`src/hw/rtl/ipcs_pkg.sv`:
```
package ipcs_pkg;

  typedef struct packed {
    logic [7:0] packet_byte;
    logic       last_byte;
  } in_beat_t;

  typedef struct packed {
    logic [15:0] ip_checksum;
    logic [15:0] l4_checksum;
    logic [1:0]  l4_kind;
    logic [15:0] l4_field_offset;
    logic        malformed;
  } out_beat_t;

  // per-packet totals handed from the accumulator to the fold stage
  typedef struct packed {
    logic [31:0] header_sum;
    logic [31:0] payload_sum;
    logic [3:0]  header_words;
    logic [15:0] total_length;
    logic [7:0]  protocol_number;
    logic [16:0] byte_count;
  } pkt_sum_t;

  localparam logic [15:0] POS_IHL          = 16'd0;
  localparam logic [15:0] POS_TLEN_HI      = 16'd2;
  localparam logic [15:0] POS_TLEN_LO      = 16'd3;
  localparam logic [15:0] POS_PROTO        = 16'd9;
  localparam logic [15:0] POS_CSUM_HI      = 16'd10;
  localparam logic [15:0] POS_CSUM_LO      = 16'd11;
  localparam logic [15:0] POS_PSEUDO_FIRST = 16'd12;
  localparam logic [15:0] POS_PSEUDO_LAST  = 16'd19;
  localparam logic [15:0] POS_MAX          = 16'hffff;

  localparam logic [7:0] PROTO_ICMP = 8'd1;
  localparam logic [7:0] PROTO_TCP  = 8'd6;
  localparam logic [7:0] PROTO_UDP  = 8'd17;

  localparam logic [1:0] KIND_OTHER = 2'd0;
  localparam logic [1:0] KIND_ICMP  = 2'd1;
  localparam logic [1:0] KIND_TCP   = 2'd2;
  localparam logic [1:0] KIND_UDP   = 2'd3;

  localparam logic [4:0] OFF_ICMP = 5'd2;
  localparam logic [4:0] OFF_TCP  = 5'd16;
  localparam logic [4:0] OFF_UDP  = 5'd6;

  localparam logic [3:0] MIN_IHL = 4'd5;

  function automatic logic [1:0] kind_of(input logic [7:0] prot);
    logic [1:0] k;
    k = KIND_OTHER;
    if (prot == PROTO_ICMP) k = KIND_ICMP;
    else if (prot == PROTO_TCP) k = KIND_TCP;
    else if (prot == PROTO_UDP) k = KIND_UDP;
    return k;
  endfunction

  function automatic logic [4:0] csum_offset(input logic [1:0] kind);
    logic [4:0] o;
    unique case (kind)
      KIND_ICMP: o = OFF_ICMP;
      KIND_TCP:  o = OFF_TCP;
      KIND_UDP:  o = OFF_UDP;
      default:   o = 5'd0;
    endcase
    return o;
  endfunction

  // end-around carry fold of a 32-bit sum; two passes always suffice
  function automatic logic [15:0] fold16(input logic [31:0] s);
    logic [16:0] f1;
    logic [15:0] f2;
    f1 = {1'b0, s[31:16]} + {1'b0, s[15:0]};
    f2 = f1[15:0] + {15'd0, f1[16]};
    return f2;
  endfunction

endpackage

```
`src/hw/rtl/ipcs_acc.sv`:
```
module ipcs_acc (
  input  logic              clk,
  input  logic              rst,
  input  logic              pkt_valid,
  output logic              pkt_ready,
  input  ipcs_pkg::in_beat_t pkt,
  output logic              sum_valid,
  input  logic              sum_ready,
  output ipcs_pkg::pkt_sum_t sum
);

  logic [15:0] byte_position;
  logic [3:0]  header_words;
  logic [15:0] total_length;
  logic [7:0]  protocol_number;
  logic [31:0] header_sum;
  logic [31:0] payload_sum;

  logic [15:0] byte_position_next;
  logic [3:0]  header_words_next;
  logic [15:0] total_length_next;
  logic [7:0]  protocol_number_next;
  logic [31:0] header_sum_next;
  logic [31:0] payload_sum_next;

  logic [15:0] w;
  logic [5:0]  hlen;
  logic [1:0]  kind;
  logic [15:0] fpos;
  logic        hdr_add;
  logic        pseudo_add;
  logic        seg_add;
  logic        skip;
  logic [16:0] pay_addend;
  logic        accept;

  assign pkt_ready = !sum_valid || sum_ready;
  assign accept    = pkt_valid && pkt_ready;

  always_comb begin
    w = byte_position[0] ? {8'd0, pkt.packet_byte} : {pkt.packet_byte, 8'd0};

    header_words_next    = header_words;
    total_length_next    = total_length;
    protocol_number_next = protocol_number;
    if (byte_position == ipcs_pkg::POS_IHL) begin
      header_words_next = pkt.packet_byte[3:0];
    end else if (byte_position == ipcs_pkg::POS_TLEN_HI) begin
      total_length_next = {pkt.packet_byte, total_length[7:0]};
    end else if (byte_position == ipcs_pkg::POS_TLEN_LO) begin
      total_length_next = {total_length[15:8], pkt.packet_byte};
    end else if (byte_position == ipcs_pkg::POS_PROTO) begin
      protocol_number_next = pkt.packet_byte;
    end

    hlen = {header_words_next, 2'b00};
    kind = ipcs_pkg::kind_of(protocol_number_next);
    fpos = {10'd0, hlen} + {11'd0, ipcs_pkg::csum_offset(kind)};

    hdr_add = (byte_position < {10'd0, hlen}) &&
              (byte_position != ipcs_pkg::POS_CSUM_HI) &&
              (byte_position != ipcs_pkg::POS_CSUM_LO);
    pseudo_add = (byte_position >= ipcs_pkg::POS_PSEUDO_FIRST) &&
                 (byte_position <= ipcs_pkg::POS_PSEUDO_LAST) &&
                 ((kind == ipcs_pkg::KIND_TCP) || (kind == ipcs_pkg::KIND_UDP));
    skip = (kind != ipcs_pkg::KIND_OTHER) &&
           ((byte_position == fpos) || (byte_position == fpos + 16'd1));
    seg_add = (byte_position >= {10'd0, hlen}) &&
              (byte_position < total_length_next) && !skip;

    unique case ({pseudo_add, seg_add})
      2'b11:   pay_addend = {w, 1'b0};
      2'b10,
      2'b01:   pay_addend = {1'b0, w};
      default: pay_addend = 17'd0;
    endcase

    header_sum_next  = header_sum + (hdr_add ? {16'd0, w} : 32'd0);
    payload_sum_next = payload_sum + {15'd0, pay_addend};
    byte_position_next = (byte_position == ipcs_pkg::POS_MAX) ?
                         byte_position : byte_position + 16'd1;
  end

  always_ff @(posedge clk) begin
    if (rst) begin
      byte_position   <= '0;
      header_words    <= '0;
      total_length    <= '0;
      protocol_number <= '0;
      header_sum      <= '0;
      payload_sum     <= '0;
    end else if (accept) begin
      if (pkt.last_byte) begin
        byte_position   <= '0;
        header_words    <= '0;
        total_length    <= '0;
        protocol_number <= '0;
        header_sum      <= '0;
        payload_sum     <= '0;
      end else begin
        byte_position   <= byte_position_next;
        header_words    <= header_words_next;
        total_length    <= total_length_next;
        protocol_number <= protocol_number_next;
        header_sum      <= header_sum_next;
        payload_sum     <= payload_sum_next;
      end
    end
  end

  always_ff @(posedge clk) begin
    if (rst) begin
      sum_valid <= 1'b0;
    end else if (accept && pkt.last_byte) begin
      sum_valid <= 1'b1;
    end else if (sum_ready) begin
      sum_valid <= 1'b0;
    end
  end

  always_ff @(posedge clk) begin
    if (accept && pkt.last_byte) begin
      sum.header_sum      <= header_sum_next;
      sum.payload_sum     <= payload_sum_next;
      sum.header_words    <= header_words_next;
      sum.total_length    <= total_length_next;
      sum.protocol_number <= protocol_number_next;
      sum.byte_count      <= {1'b0, byte_position} + 17'd1;
    end
  end

  a_last_clears: assert property (@(posedge clk) disable iff (rst)
    accept && pkt.last_byte |=> sum_valid && byte_position == '0 && header_sum == '0)
    else $error("state not cleared after last beat");

  a_mid_keeps_sum: assert property (@(posedge clk) disable iff (rst)
    sum_valid && !sum_ready |=> sum_valid && $stable(sum))
    else $error("pending packet totals lost");

  a_reset_empty: assert property (@(posedge clk)
    rst |=> !sum_valid)
    else $error("totals valid after reset");

endmodule

```
`src/hw/rtl/ipcs_fold.sv`:
```
module ipcs_fold (
  input  logic               clk,
  input  logic               rst,
  input  logic               sum_valid,
  output logic               sum_ready,
  input  ipcs_pkg::pkt_sum_t sum,
  output logic               res_valid,
  input  logic               res_ready,
  output ipcs_pkg::out_beat_t res
);

  logic [5:0]  hlen;
  logic [1:0]  kind;
  logic [15:0] l4_len;
  logic [31:0] l4_sum;
  logic [15:0] l4c;
  logic        bad;
  ipcs_pkg::out_beat_t res_next;

  assign sum_ready = !res_valid || res_ready;

  always_comb begin
    hlen   = {sum.header_words, 2'b00};
    kind   = ipcs_pkg::kind_of(sum.protocol_number);
    l4_len = sum.total_length - {10'd0, hlen};
    l4_sum = sum.payload_sum;
    if ((kind == ipcs_pkg::KIND_TCP) || (kind == ipcs_pkg::KIND_UDP)) begin
      l4_sum = sum.payload_sum + {24'd0, sum.protocol_number} + {16'd0, l4_len};
    end
    l4c = ~ipcs_pkg::fold16(l4_sum);
    if ((kind == ipcs_pkg::KIND_UDP) && (l4c == 16'd0)) begin
      l4c = 16'hffff;
    end
    bad = (sum.header_words < ipcs_pkg::MIN_IHL) ||
          (sum.byte_count < {1'b0, sum.total_length}) ||
          (sum.byte_count < {11'd0, hlen}) ||
          (sum.total_length < {10'd0, hlen});

    res_next.ip_checksum = ~ipcs_pkg::fold16(sum.header_sum);
    res_next.l4_kind     = kind;
    res_next.malformed   = bad;
    if (kind == ipcs_pkg::KIND_OTHER) begin
      res_next.l4_checksum     = 16'd0;
      res_next.l4_field_offset = 16'd0;
    end else begin
      res_next.l4_checksum     = l4c;
      res_next.l4_field_offset = {10'd0, hlen} + {11'd0, ipcs_pkg::csum_offset(kind)};
    end
  end

  always_ff @(posedge clk) begin
    if (rst) begin
      res_valid <= 1'b0;
    end else if (sum_ready) begin
      res_valid <= sum_valid;
    end
  end

  always_ff @(posedge clk) begin
    if (sum_valid && sum_ready) begin
      res <= res_next;
    end
  end

  a_reset_empty: assert property (@(posedge clk)
    rst |=> !res_valid)
    else $error("result valid after reset");

  a_other_zero: assert property (@(posedge clk) disable iff (rst)
    res_valid && res.l4_kind == ipcs_pkg::KIND_OTHER |->
      res.l4_checksum == 16'd0 && res.l4_field_offset == 16'd0)
    else $error("L4 fields set for non-L4 protocol");

  a_udp_nonzero: assert property (@(posedge clk) disable iff (rst)
    res_valid && res.l4_kind == ipcs_pkg::KIND_UDP |-> res.l4_checksum != 16'd0)
    else $error("UDP checksum sent as zero");

  a_handoff: assert property (@(posedge clk) disable iff (rst)
    sum_valid && sum_ready |=> res_valid)
    else $error("packet totals dropped at fold stage");

endmodule

```
`src/hw/rtl/ipv4_l4_checksum_engine_top.sv`:
```
// channel  | valid      | ready      | beat
// ---------+------------+------------+--------------------------------------
// pkt      | pkt_valid  | pkt_ready  | in_beat_t: one packet byte + last mark
// res      | res_valid  | res_ready  | out_beat_t: checksums, kind, offset, malformed
//
// One byte accepted per cycle while pkt_ready is high; the running sums take one add per byte.
// After its last byte a result is registered in the totals register, then in the fold register.
// Reset (rst, synchronous) clears packet state and both valid flags.
// A stalled result holds the fold register; bytes keep flowing until the
// totals register also holds a packet waiting behind it.
module ipv4_l4_checksum_engine_top (
  input  logic                clk,
  input  logic                rst,
  input  logic                pkt_valid,
  output logic                pkt_ready,
  input  ipcs_pkg::in_beat_t  pkt,
  output logic                res_valid,
  input  logic                res_ready,
  output ipcs_pkg::out_beat_t res
);

  logic               sum_valid;
  logic               sum_ready;
  ipcs_pkg::pkt_sum_t sum;

  ipcs_acc u_acc (
    .clk       (clk),
    .rst       (rst),
    .pkt_valid (pkt_valid),
    .pkt_ready (pkt_ready),
    .pkt       (pkt),
    .sum_valid (sum_valid),
    .sum_ready (sum_ready),
    .sum       (sum)
  );

  ipcs_fold u_fold (
    .clk       (clk),
    .rst       (rst),
    .sum_valid (sum_valid),
    .sum_ready (sum_ready),
    .sum       (sum),
    .res_valid (res_valid),
    .res_ready (res_ready),
    .res       (res)
  );

endmodule
```
`config.mk`:
```
export PLATFORM = sky130hd
export DESIGN_NAME = ipv4_l4_checksum_engine_top
export DESIGN_NICKNAME = d
export VERILOG_FILES = /design/src/hw/rtl/ipcs_pkg.sv /design/src/hw/rtl/ipcs_acc.sv /design/src/hw/rtl/ipcs_fold.sv /design/src/hw/rtl/ipv4_l4_checksum_engine_top.sv
export SDC_FILE = /design/constraint.sdc
export NUM_CORES = 1
export LEC_CHECK = 0
export ABC_CLOCK_PERIOD_IN_PS = 24300
export BUFFER_PORTS_ARGS = -buffer_cell sky130_fd_sc_hd__buf_2
export CAP_MARGIN = 10
export CORE_UTILIZATION = 55
export DETAILED_ROUTE_END_ITERATION = 10
export PLACE_DENSITY = 0.7
export SYNTH_ARGS = -nofsm -noshare
export SYNTH_HDL_FRONTEND = slang
export SYNTH_HIERARCHICAL = 1
export SYNTH_SLANG_ARGS = --single-unit
```
`constraint.sdc`:
```
create_clock -name clk -period 24.3 [get_ports clk]
set_input_delay 1.215 -clock clk [delete_from_list [all_inputs] [get_ports clk]]
set_output_delay 1.215 -clock clk [all_outputs]
set_load 0.02 [all_outputs]
```
==> out/results.ini <==
[status]
status=finished, final reports clean

[worst_hold_path]
hp-class=reg -> reg
min_from=u_acc/sum_valid
min_path_cells=2
worst_hold_path.endpoint=u_fold/res_valid

[layout]
multi_input_comb_area_um2=10200
fin_util_pct=60.5
nets=2031
area_delta_synth_final_pct=8.51
num-fill-cells=2666
antennaDiodeCount=0
finalNonFillerCells=2282
drive_above_1_share_pct=9.84
regArea_um2=6710

[logic_synthesis]
netlist_area_um2=17600
ys_types=96
synth_edf_count=150
synth-seq-cells=260
postSynthCellCount=1842
synthArstFlopShare_pct=0
avgSynthCellArea_um2=9.53
ys_warn_count=6
ys_seq_area_share_pct=38.2
dominantRegCellSynth=edfxtp_1

[cts]
cts_setup_buffers=0
cts_max_level=1
post_cts_resized=0
clk_latency_ns=0.55
path_clk_slew_ns=0.06
cts_tree=done
cts_hold_buf=0
cts-root-buf=clkbuf_16
cts_buffers=29
clock_path_buffers=3
clock-sinks=260

[die]
std_cell_rows=65
ios=66
start_util_pct=55.8
die_area_um2=32600
fp.dieW_um=181
die_h_um=181
coreArea_um2=31500

[power_and_ir_drop]
p_per_area_nw_per_um2=58.4
p_int_w=0.000816
p_sw_w=0.000296
clkPwrFrac_pct=41.0
ir_worst_vdd_mv=0.0519
leakagePower_nw=7.93
total_power_w=0.00111
pwr-share-comb_pct=15.2
p_sw_share_pct=26.6
share_seq_of_total_power_pct=43.8

[timing]
hold_viol=0
drv_slew=0
slew_headroom_pct=30.5
fin_crit_sh_pct=38.4
fin_crit_ns=9.32
layout_setup_ws_ns=14.98
rsz0062_at_grt=false
fmax_ghz=0.107
final-setup-viol-count=0
tns_ns=0
tightest_slew_ns=1.04
clock_skew_ns=0.0103

[setup_path]
cp_max_fo=15
criticalPathCategory=reg -> reg
r2r_cells=34
worstReg2RegStart=u_acc/sum[41]
crit_required_ns=24.65
arrival_ns=9.67
reg2reg_slack_ns=14.98
rr_endpoint=u_fold/res[34]
cpPeakStageDelay_ns=0.86
start_kind=flip-flop
slowest_stage=o31ai_1
path_common_cell=ha_1
end_kind=flip-flop

[detailed_routing]
routed_wl_um=43300
dr.pass1.iters=6
num_vias=13904
ant_nets=0
first_iter_violations=1120
via_per_inst=6.09
wl_per_cell_um=19.0
drc=0

[global_route]
track_usage_pct=26.3
antenna_found_initial=0
grt_pass1_wl_um=69300
gr-total-overflow=0
first_global_vias=13223
grt_max_degree=81

[placed_design]
portBuffers=55
dp_cells=2229
gp_congestion=0.902
dp_hpwl_um=31700
dp_slack_ns=15.09

[job]
max_cap_viol_count=0

## power by group through the flow
stage / Sequential [W] / Combinational, W / Clock (W)
finish: 0.000487 / 0.000169 / 0.000456
CTS: 0.000487 / 0.000167 / 0.000465
floorplan: 0.000497 / 0.000126 / 0
global route: 0.000488 / 0.000186 / 0.000482
detailed placement: 0.000496 / 0.000166 / 0
global placement: 0.000496 / 0.000163 / 0
## area by class of cell
| cell class | instances | share of cell area (%) |
|---|---|---|
| clock buffer | 38 | 4.20 |
| clock inverter | 15 | 1.01 |
| inverter | 91 | 1.81 |
| multi-input combinational | 1410 | 53.3 |
| sequential | 260 | 35.2 |
| tap | 402 | 2.64 |
| timing repair buffer | 66 | 1.88 |
## cells in the mapped netlist, types with 15 or more instances
cell	instances	area (um2)
nand2b_1	17	106
a31oi_1	19	119
nor4_1	16	100
and2_1	17	106
a211oi_1	15	113
dfxtp_1	110	2200
mux2_2	16	180
inv_1	91	342
a22oi_1	60	450
or3_1	15	93.8
nor2b_1	18	113
o21ai_0	68	340
xnor2_1	109	955
ha_1	146	1830
xor2_1	62	543
nand3_1	42	210
nor2_1	160	601
a21o_1	55	413
nand4_1	23	144
clkbuf_1	61	229
edfxtp_1	150	4500
and3_1	47	294
nor3_1	26	130
nand3b_1	17	128
nand2_1	136	510
a21oi_1	98	490
## kinds of logic after synthesis
group | Yosys count | share of synthesized area (%)
simple gates | 590 | 17.3
compound gates | 451 | 17.8
flops | 260 | 38.2
buf+inv | 181 | 4.30
xor+xnor | 173 | 8.75
fa+ha+maj | 160 | 12.0
mux | 26 | 1.65
other cells | 1 | 0.0214
## state kept, by name, summed over array words and instances (netlist names)
register,flops
u_acc/byte_position,16
u_acc/header_sum,32
u_acc/header_words,4
u_acc/payload_sum,32
u_acc/protocol_number,8
u_acc/sum,109
u_acc/sum_valid,1
u_acc/total_length,16
u_fold/res,41
u_fold/res_valid,1
## critical path, delay by kind of cell, from the launching register on
family | cells | cell delay [ns]
compound gates | 15 | 4.26
fa+ha+maj | 7 | 2.13
simple gates | 8 | 1.77
flops | 1 | 0.45
xor+xnor | 2 | 0.36
buf+inv | 2 | 0.13
## per-layer routing
layer  vias to the layer above  GRT usage, %  wire length, um
met1                      6675          36.8            20100
met4                         0          6.53              971
met5                         -             0                0
met3                        75          2.69             2270
li1                       6775             -                -
met2                       379          43.6            19900
## stage by stage
step | instance area (um2) | hold slack (ns)
finish | 19100 | 0.455
floorplan | 17600 | 0.428
CTS | 19100 | 0.457
detailed placement | 18100 | 0.448
global placement | 18100 | 0.443
global route | 19100 | 0.485
## how the worst max path moves through the flow
stage,to,slack [ns],cells past startpoint,start
4_1_cts,u_fold/res[34],15.05,35,u_acc/sum[41]
5_1_grt,u_fold/res[34],14.28,34,u_acc/sum[41]
3_5_place_dp,u_fold/res[34],15.09,35,u_acc/sum[41]
3_3_place_gp,u_fold/res[34],15.41,34,u_acc/sum[41]
2_1_floorplan,u_fold/res[24],16.36,36,u_acc/sum[41]
6_report,u_fold/res[34],14.98,34,u_acc/sum[41]
## cell usage in the layout (no fill, tap or decap), types with 10 or more instances in the layout
cell type / Yosys / final
nor2_1: 160 / 158
edfxtp_1: 150 / 150
ha_1: 146 / 146
nand2_1: 136 / 135
dfxtp_1: 110 / 110
xnor2_1: 109 / 109
a21oi_1: 98 / 98
inv_1: 91 / 90
o21ai_0: 68 / 68
xor2_1: 62 / 62
a22oi_1: 60 / 60
buf_2: 8 / 55
a21o_1: 55 / 55
and3_1: 47 / 47
nand3_1: 42 / 42
clkbuf_16: 0 / 29
nor3_1: 26 / 26
nand4_1: 23 / 23
a31oi_1: 19 / 19
nor2b_1: 18 / 18
nand2b_1: 17 / 17
nand3b_1: 17 / 17
and2_1: 17 / 16
nor4_1: 16 / 16
mux2_2: 16 / 16
a211oi_1: 15 / 15
or3_1: 15 / 15
fa_1: 14 / 14
buf_4: 13 / 11
o21a_1: 11 / 11
a22o_1: 11 / 11
a211o_1: 10 / 10
o21bai_1: 11 / 10
conb_1: 1 / 10
(Power assumes the default switching activity.)
